[config.mk]
export PLATFORM = sky130hd
export DESIGN_NAME = amt_round
export DESIGN_NICKNAME = d
export VERILOG_FILES = /design/src/hw/rtl/amt_pkg.sv /design/src/hw/rtl/amt_round.sv
export SDC_FILE = /design/constraint.sdc
export NUM_CORES = 1
export LEC_CHECK = 0
export BUFFER_PORTS_ARGS = -buffer_cell sky130_fd_sc_hd__buf_2
export CORE_AREA = 8 8 132 134
export DETAILED_ROUTE_END_ITERATION = 12
export DIE_AREA = 0 0 140 142
export PLACE_DENSITY = 0.8
export SYNTH_ARGS = -nofsm -noshare
export SYNTH_HDL_FRONTEND = slang
export SYNTH_SLANG_ARGS = --single-unit
[constraint.sdc]
create_clock -name clk -period 4.8 [get_ports clk]
set_clock_uncertainty 0.05 [all_clocks]
set_input_delay 0.96 -clock clk [delete_from_list [all_inputs] [get_ports clk]]
set_output_delay 0.96 -clock clk [all_outputs]
set_load 0.01 [all_outputs]
[src/hw/rtl/amt_pkg.sv]
// Shared types, constants and the CORDIC arctangent table for the affine
// matrix block. No dependencies.
`default_nettype none

package amt_pkg;

  localparam int ANGLE_BITS_DEF = 16;
  localparam int SCALE_BITS_DEF = 16;

  localparam int CORDIC_STEPS = 30;
  localparam int CW           = 32;
  localparam logic signed [CW-1:0] CORDIC_GAIN = 32'sd652032874;

  localparam logic signed [CW-1:0] ATAN_TURNS [CORDIC_STEPS] = '{
    32'sh20000000, 32'sh12E4051E, 32'sh09FB385B, 32'sh051111D4, 32'sh028B0D43,
    32'sh0145D7E1, 32'sh00A2F61E, 32'sh00517C55, 32'sh0028BE53, 32'sh00145F2F,
    32'sh000A2F98, 32'sh000517CC, 32'sh00028BE6, 32'sh000145F3, 32'sh0000A2F9,
    32'sh0000517C, 32'sh000028BE, 32'sh0000145F, 32'sh00000A2F, 32'sh00000517,
    32'sh0000028B, 32'sh00000145, 32'sh000000A2, 32'sh00000051, 32'sh00000028,
    32'sh00000014, 32'sh0000000A, 32'sh00000005, 32'sh00000002, 32'sh00000001
  };

  localparam int KW          = 26;
  localparam int KW1         = KW + 1;
  localparam int SUM_W       = 60;
  localparam int COEF_W      = 16;
  localparam int TRANS_W     = 32;
  localparam int COEF_SHIFT  = 8;
  localparam int FRAC_SHIFT  = 16;

  typedef struct packed {
    logic signed [31:0] pos_x;
    logic signed [31:0] pos_y;
    logic        [15:0] angle;
    logic signed [15:0] scale_x;
    logic signed [15:0] scale_y;
    logic signed [31:0] origin_x;
    logic signed [31:0] origin_y;
  } amt_item_t;

  typedef struct packed {
    logic signed [COEF_W-1:0]  coef_a;
    logic signed [COEF_W-1:0]  coef_b;
    logic signed [COEF_W-1:0]  coef_c;
    logic signed [COEF_W-1:0]  coef_d;
    logic signed [TRANS_W-1:0] trans_x;
    logic signed [TRANS_W-1:0] trans_y;
  } amt_res_t;

  typedef struct packed {
    logic signed [31:0] pos_x;
    logic signed [31:0] pos_y;
    logic signed [15:0] scale_x;
    logic signed [15:0] scale_y;
    logic signed [31:0] origin_x;
    logic signed [31:0] origin_y;
  } amt_side_t;

  typedef struct packed {
    logic signed [KW-1:0]    kxc;
    logic signed [KW-1:0]    kxs;
    logic signed [KW-1:0]    kyc;
    logic signed [KW-1:0]    kys;
    logic signed [SUM_W-1:0] tx;
    logic signed [SUM_W-1:0] ty;
  } amt_mid_t;

endpackage

`default_nettype wire

[src/hw/rtl/amt_round.sv]
// Output stage: round half up and saturate coefficients and translations
// into the result register. Depends on amt_pkg.
`default_nettype none

module amt_round
  import amt_pkg::*;
(
  input  logic     clk,
  input  logic     rst,
  input  logic     in_vld,
  input  amt_mid_t in_mid,
  output logic     done,
  output amt_res_t result
);

  localparam logic signed [KW:0]       C_RND = KW1'(128);
  localparam logic signed [KW:0]       C_MAX = KW1'(32767);
  localparam logic signed [KW:0]       C_MIN = -C_MAX - KW1'(1);
  localparam logic signed [SUM_W-1:0]  T_RND = SUM_W'(32768);
  localparam logic signed [SUM_W-1:0]  T_MAX = SUM_W'(2147483647);
  localparam logic signed [SUM_W-1:0]  T_MIN = -T_MAX - SUM_W'(1);

  function automatic logic signed [COEF_W-1:0] sat_coef(input logic signed [KW:0] v);
    logic signed [KW:0] r;
    r = (v + C_RND) >>> COEF_SHIFT;
    if (r > C_MAX) begin
      return C_MAX[COEF_W-1:0];
    end else if (r < C_MIN) begin
      return C_MIN[COEF_W-1:0];
    end
    return r[COEF_W-1:0];
  endfunction

  function automatic logic signed [TRANS_W-1:0] sat_trans(input logic signed [SUM_W-1:0] v);
    logic signed [SUM_W-1:0] r;
    r = (v + T_RND) >>> FRAC_SHIFT;
    if (r > T_MAX) begin
      return T_MAX[TRANS_W-1:0];
    end else if (r < T_MIN) begin
      return T_MIN[TRANS_W-1:0];
    end
    return r[TRANS_W-1:0];
  endfunction

  always_ff @(posedge clk) begin
    if (rst) begin
      done <= 1'b0;
    end else begin
      done <= in_vld;
    end
  end

  always_ff @(posedge clk) begin
    result.coef_a  <= sat_coef(KW1'(in_mid.kxc));
    result.coef_b  <= sat_coef(KW1'(in_mid.kys));
    result.coef_c  <= sat_coef(-KW1'(in_mid.kxs));
    result.coef_d  <= sat_coef(KW1'(in_mid.kyc));
    result.trans_x <= sat_trans(in_mid.tx);
    result.trans_y <= sat_trans(in_mid.ty);
  end

endmodule

`default_nettype wire

==> results of run 1 <==
## sequential cells by signal, indices dropped and copies added (netlist names)
signal / cells
result: 128
done: 1
## stage by stage
| step | setup slack [ns] | utilization (%) |
|---|---|---|
| detailed placement | 0.753 | 57.0 |
| floorplan | 1.29 | - |
| global placement | 0.828 | 57.0 |
| finish | 1.11 | 61.0 |
| CTS | 1.18 | 61.0 |
| global route | 0.870 | 61.0 |
## per-layer routing
layer  vias up  GRT usage, %  routed length, um
li1       3665             -                  -
met1      3441          23.3               8710
met4         0          9.26                642
met5         -             0                  0
met3        46          6.91               1840
met2       293          38.5              11000
## synthesized netlist by cell type, types with 17 or more instances
| master | count | area, um^2 |
|---|---|---|
| sky130_fd_sc_hd__nand3_1 | 55 | 275 |
| sky130_fd_sc_hd__o21ai_2 | 30 | 263 |
| sky130_fd_sc_hd__a21oi_1 | 22 | 110 |
| sky130_fd_sc_hd__inv_1 | 27 | 101 |
| sky130_fd_sc_hd__nand4_1 | 43 | 269 |
| sky130_fd_sc_hd__nor4_1 | 19 | 119 |
| sky130_fd_sc_hd__nor2_1 | 46 | 173 |
| sky130_fd_sc_hd__o21ai_0 | 99 | 495 |
| sky130_fd_sc_hd__xor2_1 | 61 | 534 |
| sky130_fd_sc_hd__and3_1 | 17 | 106 |
| sky130_fd_sc_hd__clkbuf_1 | 22 | 82.6 |
| sky130_fd_sc_hd__xnor2_1 | 59 | 517 |
| sky130_fd_sc_hd__nor3_1 | 28 | 140 |
| sky130_fd_sc_hd__dfxtp_1 | 129 | 2580 |
| sky130_fd_sc_hd__nand2_1 | 58 | 218 |
## cells by family after synthesis
logic type,Yosys count
AND/OR/NAND/NOR,329
AO/OA/AOI/OAI,199
flip-flops,129
XOR/XNOR,120
buffers and inverters,62
adder cells (fa/ha/maj),5
multiplexers,4
## area by class of cell
cell class | count | area [um^2]
clock inverter | 12 | 156
fill | 1380 | 6020
clock buffer | 20 | 457
inverter | 27 | 101
multi-input combinational | 657 | 4290
sequential | 129 | 2580
timing repair buffer | 312 | 1580
tap | 192 | 240
## how the worst max path moves through the flow
| stage | from | slack [ns] | cells after the start | endpoint |
|---|---|---|---|---|
| 2_1_floorplan | in_mid[15] | 1.29 | 10 | result[1] |
| 3_3_place_gp | in_mid[86] | 0.83 | 9 | result[60] |
| 3_5_place_dp | in_mid[89] | 0.75 | 9 | result[59] |
| 4_1_cts | in_mid[89] | 1.18 | 9 | result[59] |
| 5_1_grt | in_mid[86] | 0.87 | 9 | result[43] |
| 6_report | in_mid[89] | 1.11 | 9 | result[61] |
## power by group through the flow
stage / registers, W / clock network [W] / logic, W
after detailed placement: 0.00120 / 0 / 0.000492
after global placement: 0.00120 / 0 / 0.000484
after global routing: 0.00119 / 0.00142 / 0.000544
after floorplan: 0.00125 / 0 / 0.000189
after CTS: 0.00118 / 0.00137 / 0.000495
final: 0.00118 / 0.00134 / 0.000495
==> Flow_metrics.wiki, run 1 <==
{| class="wikitable"
! Metric !! Value
|-
| Status || completed
|-
| Xor and xnor fraction of the mapped netlist area || 14.8%
|-
| Placed inst area || 0.00879 mm^2
|-
| Cells after DPL || 1317
|-
| Clock Tree Root || sky130_fd_sc_hd__clkbuf_16
|-
| Final RePlAce weighted congestion || 0.879
|-
| Final Hold Fails || 0
|-
| Vias in the first global route || 7450
|-
| Portion of netlist area occupied by mux cells || 0.562%
|-
| Number of slew-limit violations in the final report || 0
|-
| Internal power contribution || 0.00221 W
|-
| Sequential share of power || 39.1%
|-
| Count of flip-flops with a built-in enable after synthesis || 0
|-
| Post-detailed-route DRC marker count || 0
|-
| CTS tree || yes
|-
| Total Routed Length || 22.1 mm
|-
| Compound-gate portion of the synthesized area || 18.3%
|-
| Via count normalized by instance count || 5.52
|-
| Total setup violations reported at the end of the flow || 0
|-
| Area of all placed cells without fillers || 0.00940 mm^2
|-
| Worst hold-check path type || primary input to register
|-
| Startpoint types || primary input
|-
| Endpoint type of the worst setup path || register
|-
| Number of port buffers || 304
|-
| Switching portion of total power || 26.9%
|-
| Leakage power total || 3.79 nW
|-
| ANT cells || 0
|-
| Period utilisation layout || 76.8%
|-
| Maximum vdd ir drop || 0.231 mV
|-
| Number of clock buffers inserted by TritonCTS || 17
|-
| Post-synth design cell area || 0.00712 mm^2
|-
| Die Span X || 140 um
|-
| GRT Total Usage || 21.6%
|-
| Start point of the worst hold path || rst
|-
| Max-cap violation count || 0
|-
| Area of the die || 0.0199 mm^2
|-
| Most common cell after layout, fill and taps aside || sky130_fd_sc_hd__buf_2
|-
| Layout net count || 1376
|-
| Number of violations reported at the end of detailed-routing iteration 0 || 496
|-
| Total vias in the final route || 7445
|-
| Number of levels the H-tree was split into || 4
|-
| Number of instances in the synthesized netlist || 848
|-
| Worst hold stages || 2
|-
| Post-CTS Repair Setup Buffers || 0
|-
| Slew of the pin with the lowest slew margin || 1.05 ns
|-
| TritonCTS sink count || 129
|-
| Syn-to-layout area delta || 32.1%
|-
| Clock Pin Slew Worst Setup and Hold Paths || 0.06 ns
|-
| Post-synthesis async set-or-reset flop share || 0%
|-
| Number of placement rows || 46
|-
| HPWL Detailed || 17.5 mm
|-
| Overflow after GRT || 0
|-
| WP buf/inv || 2
|-
| Critical path data arrival time || 3.90 ns
|-
| Number of hold buffers added after cts || 0
|-
| Number of nets with antenna violations after routing || 0
|-
| Clock network fraction of design power || 44.5%
|-
| Syn. warnings || 0
|-
| Initial antenna violation count || 0
|-
| Number of flip-flops and latches in the synthesized netlist || 129
|-
| Kind of cell adding the most delay to the critical path || simple AND/OR/NAND/NOR gates
|-
| Net switching component of the power || 0.000812 W
|-
| First-pass GRT wire length || 35.4 mm
|-
| Combinational family with the most area after synthesis || simple AND/OR/NAND/NOR gates
|-
| Share of power burned in combinational logic || 16.4%
|-
| Slowest cell on the critical path || sky130_fd_sc_hd__or4_1
|-
| Avg Cell Area, Syn || 8.40 um^2
|-
| Highest-count cells in the layout ignoring fill and taps || sky130_fd_sc_hd__buf_2, sky130_fd_sc_hd__dfxtp_1, sky130_fd_sc_hd__o21ai_0
|-
| Critical path cell sequence || buf_2, nand4_1, or4_1, nor4_1, nor4bb_1, o211ai_1, o41ai_4, buf_4, o21ai_0
|-
| Worst Hold Path EP || done
|-
| Unrepaired setup endpoints after global routing || false
|-
| Synth Flop Type || sky130_fd_sc_hd__dfxtp_1
|-
| Maximum number of pins on one net before global-route repair || 26
|-
| Detailed-routing iteration count for the pre-antenna-repair pass || 5
|-
| Synth Net Count || 1080
|-
| Type of the setup path with the least slack || primary input to register
|-
| Power consumption || 0.00302 W
|-
| Effective utilization at floorplan || 46.2%
|-
| Routed length per placed instance || 16.4 um
|-
| Max clock buf depth || 2
|-
| Ratio of total power to cell area || 321 mW/mm^2
|-
| Fraction of the mapped netlist area in simple logic gates || 25.2%
|-
| Core Footprint || 0.0154 mm^2
|-
| Biggest cell delay along the critical path || 0.62 ns
|-
| Netlist cell types || 69
|-
| Data required time of the worst path || 5.01 ns
|-
| I/O pin cnt || 356
|-
| Highest clock rate || 0.271 GHz
|-
| Final critical path time including I/O delays and setup || 3.69 ns
|-
| Biggest fanout along the worst timing path || 22
|-
| Seq/Total Area, Yosys || 36.3%
|-
| Max transition margin || 29.9%
|-
| Number of gates resized after cts || 0
|-
| Final hold slack || 0.654 ns
|-
| Number of cells in the finished layout apart from fillers || 1349
|-
| Final sum of negative setup slack || 0 ns
|-
| Fraction of final layout cells sized beyond drive strength 1 || 34.6%
|-
| Fraction of the mapped netlist area in adder cells || 0.879%
|-
| Floorplan die height || 142 um
|}
No activity file was read; power rests on OpenSTA's default activity.
==> run 2, diff against run 1 <==
--- a/config.mk
+++ b/config.mk
@@ -6,10 +6,10 @@
 export NUM_CORES = 1
 export LEC_CHECK = 0
 export BUFFER_PORTS_ARGS = -buffer_cell sky130_fd_sc_hd__buf_2
-export CORE_AREA = 8 8 132 134
+export CORE_MARGIN = 8
+export CORE_UTILIZATION = 47
 export DETAILED_ROUTE_END_ITERATION = 12
-export DIE_AREA = 0 0 140 142
-export PLACE_DENSITY = 0.8
+export PLACE_DENSITY = 0.81
 export SYNTH_ARGS = -nofsm -noshare
 export SYNTH_HDL_FRONTEND = slang
 export SYNTH_SLANG_ARGS = --single-unit
==> constraint.sdc (replaced) <==
create_clock -name clk -period 3.4 [get_ports clk]
set_clock_uncertainty 0.05 [all_clocks]
set_input_delay 0.68 -clock clk [delete_from_list [all_inputs] [get_ports clk]]
set_output_delay 0.68 -clock clk [all_outputs]
set_load 0.01 [all_outputs]
==> run 2 against run 1 <==
Effect of this change:
- routed wire length increased by 3.1%
- die area decreased by 2.7%
- non-clock buffer count increased by 29
- sequential cell count unchanged
- first-iteration DRC count decreased by 2.2%
- clock-buffer cell count unchanged
==> Flow_metrics.wiki, run 2 (synthesized netlist as in run 1, its figures left out) <==
{| class="wikitable"
! Metric !! Value
|-
| Biggest register || result
|-
| Critical path destination || result[30]
|-
| Number of slew-limit violations in the final report || 0
|-
| Final Hold Fails || 0
|-
| Maximum number of pins on one net before global-route repair || 32
|-
| Worst hold-check path type || primary input to register
|-
| Number of gates resized after cts || 0
|-
| Total setup violations reported at the end of the flow || 0
|-
| Fraction of final layout cells sized beyond drive strength 1 || 36.2%
|-
| Die Span X || 139 um
|-
| Effective utilization at floorplan || 47.5%
|-
| Initial antenna violation count || 2
|-
| Floorplan die height || 139 um
|-
| Maximum vdd ir drop || 0.334 mV
|-
| Final sum of negative setup slack || 0 ns
|-
| Final hold slack || 0.377 ns
|-
| Max transition margin || 53.0%
|-
| Area of the die || 0.0193 mm^2
|-
| Final RePlAce weighted congestion || 0.931
|-
| Core Footprint || 0.0150 mm^2
|-
| Number of port buffers || 304
|-
| Endpoint type of the worst setup path || register
|-
| Number of levels the H-tree was split into || 4
|-
| Slowest cell on the critical path || sky130_fd_sc_hd__or4_2
|-
| Status || completed
|-
| GRT Total Usage || 22.8%
|-
| Vias in the first global route || 7320
|-
| First-pass GRT wire length || 36.2 mm
|-
| Post-detailed-route DRC marker count || 0
|-
| Worst path depth || 10
|-
| Type of the setup path with the least slack || primary input to register
|-
| TritonCTS sink count || 129
|-
| Layout net count || 1405
|-
| Number of clock buffers inserted by TritonCTS || 17
|-
| Number of nets with antenna violations after routing || 0
|-
| Kind of cell adding the most delay to the critical path || simple AND/OR/NAND/NOR gates
|-
| Leakage power total || 3.94 nW
|-
| Max clock buf depth || 2
|-
| Via count normalized by instance count || 5.51
|-
| Biggest regs || result x128, done x1
|-
| Post-CTS Repair Setup Buffers || 0
|-
| Total vias in the final route || 7573
|-
| Clock Tree Root || sky130_fd_sc_hd__clkbuf_16
|-
| Period utilisation layout || 88.2%
|-
| Critical path cell sequence || buf_2, ha_1, inv_1, or3_1, or4_2, xor2_1, nand2_2, o41ai_4, buf_4, o21ai_2
|-
| Number of hold buffers added after cts || 0
|-
| Area of all placed cells without fillers || 0.00963 mm^2
|-
| Biggest fanout along the worst timing path || 15
|-
| Highest clock rate || 0.334 GHz
|-
| Start point of the critical path || in_mid[15]
|-
| CTS tree || yes
|-
| Most common cell after layout, fill and taps aside || sky130_fd_sc_hd__buf_2
|-
| HPWL Detailed || 18.3 mm
|-
| Number of flip-flops in the largest register || 128
|-
| Placed inst area || 0.00903 mm^2
|-
| Final critical path time including I/O delays and setup || 3.00 ns
|-
| Critical path data arrival time || 3.24 ns
|-
| Biggest cell delay along the critical path || 0.72 ns
|-
| Unrepaired setup endpoints after global routing || false
|-
| Start point of the worst hold path || rst
|-
| WP buf/inv || 3
|-
| Total Routed Length || 22.8 mm
|-
| Ratio of total power to cell area || 439 mW/mm^2
|-
| Overflow after GRT || 0
|-
| Routed length per placed instance || 16.6 um
|-
| Number of violations reported at the end of detailed-routing iteration 0 || 485
|-
| Slew of the pin with the lowest slew margin || 0.700 ns
|-
| Number of placement rows || 45
|-
| Highest-count cells in the layout ignoring fill and taps || sky130_fd_sc_hd__buf_2, sky130_fd_sc_hd__dfxtp_1, sky130_fd_sc_hd__o21ai_0
|-
| Data required time of the worst path || 3.64 ns
|-
| Max-cap violation count || 0
|-
| Startpoint types || primary input
|-
| Power consumption || 0.00422 W
|-
| I/O pin cnt || 356
|-
| Clock Pin Slew Worst Setup and Hold Paths || 0.06 ns
|-
| Syn-to-layout area delta || 35.2%
|-
| Detailed-routing iteration count for the pre-antenna-repair pass || 5
|}
run 2: cell count changes in the layout (fill, tap and decap cells not counted), sizes merged:
cell	before	now
bufinv	3	2
clkinv	3	5
clkinvlp	4	2
diode	0	1
buf	312	341
run 2: where the power goes:
part           internal, W  leakage (nW)  switching, W  total [W]
clock              0.00114         0.289      0.000698    0.00184
combinational     0.000302          2.57      0.000418   0.000720
sequential         0.00164          1.09     0.0000327    0.00167
run 2: worst min-delay path by stage:
stage | end | slack, ns | depth (start not counted)
final | done | 0.38 | 2
after global routing | done | 0.36 | 2
after CTS | done | 0.36 | 2
after detailed placement | done | 0.81 | 2
after global placement | done | 0.79 | 2
after floorplan | done | 0.70 | 1
run 2: cell type report:
class / count / area, um^2
Timing Repair Buffer: 341 / 1820
Clock buffer: 20 / 467
Multi-Input combinational cell: 657 / 4290
Sequential cell: 129 / 2580
Fill cell: 1299 / 5350
Clock inverter: 11 / 129
Antenna cell: 1 / 2.50
Tap cell: 188 / 235
Inverter: 27 / 101
run 2: stage by stage:
stage | cells | setup slack [ns] | utilization (%)
3_5_place_dp | 1342 | -0.0133 | 60.3
5_1_grt | 1374 | 0.263 | 64.3
6_report | 1374 | 0.402 | 64.3
2_1_floorplan | 848 | 0.174 | -
4_1_cts | 1373 | 0.428 | 64.3
3_3_place_gp | 1342 | 0.00251 | 60.3
run 2: metal layers:
metal / global-route usage, % / vias to the layer above / part of all wire (%)
li1: - / 3729 / -
met1: 25.4 / 3460 / 40
met2: 39.1 / 335 / 49
met5: 0 / - / 0.053
met3: 7.40 / 47 / 8.1
met4: 9.88 / 2 / 2.7
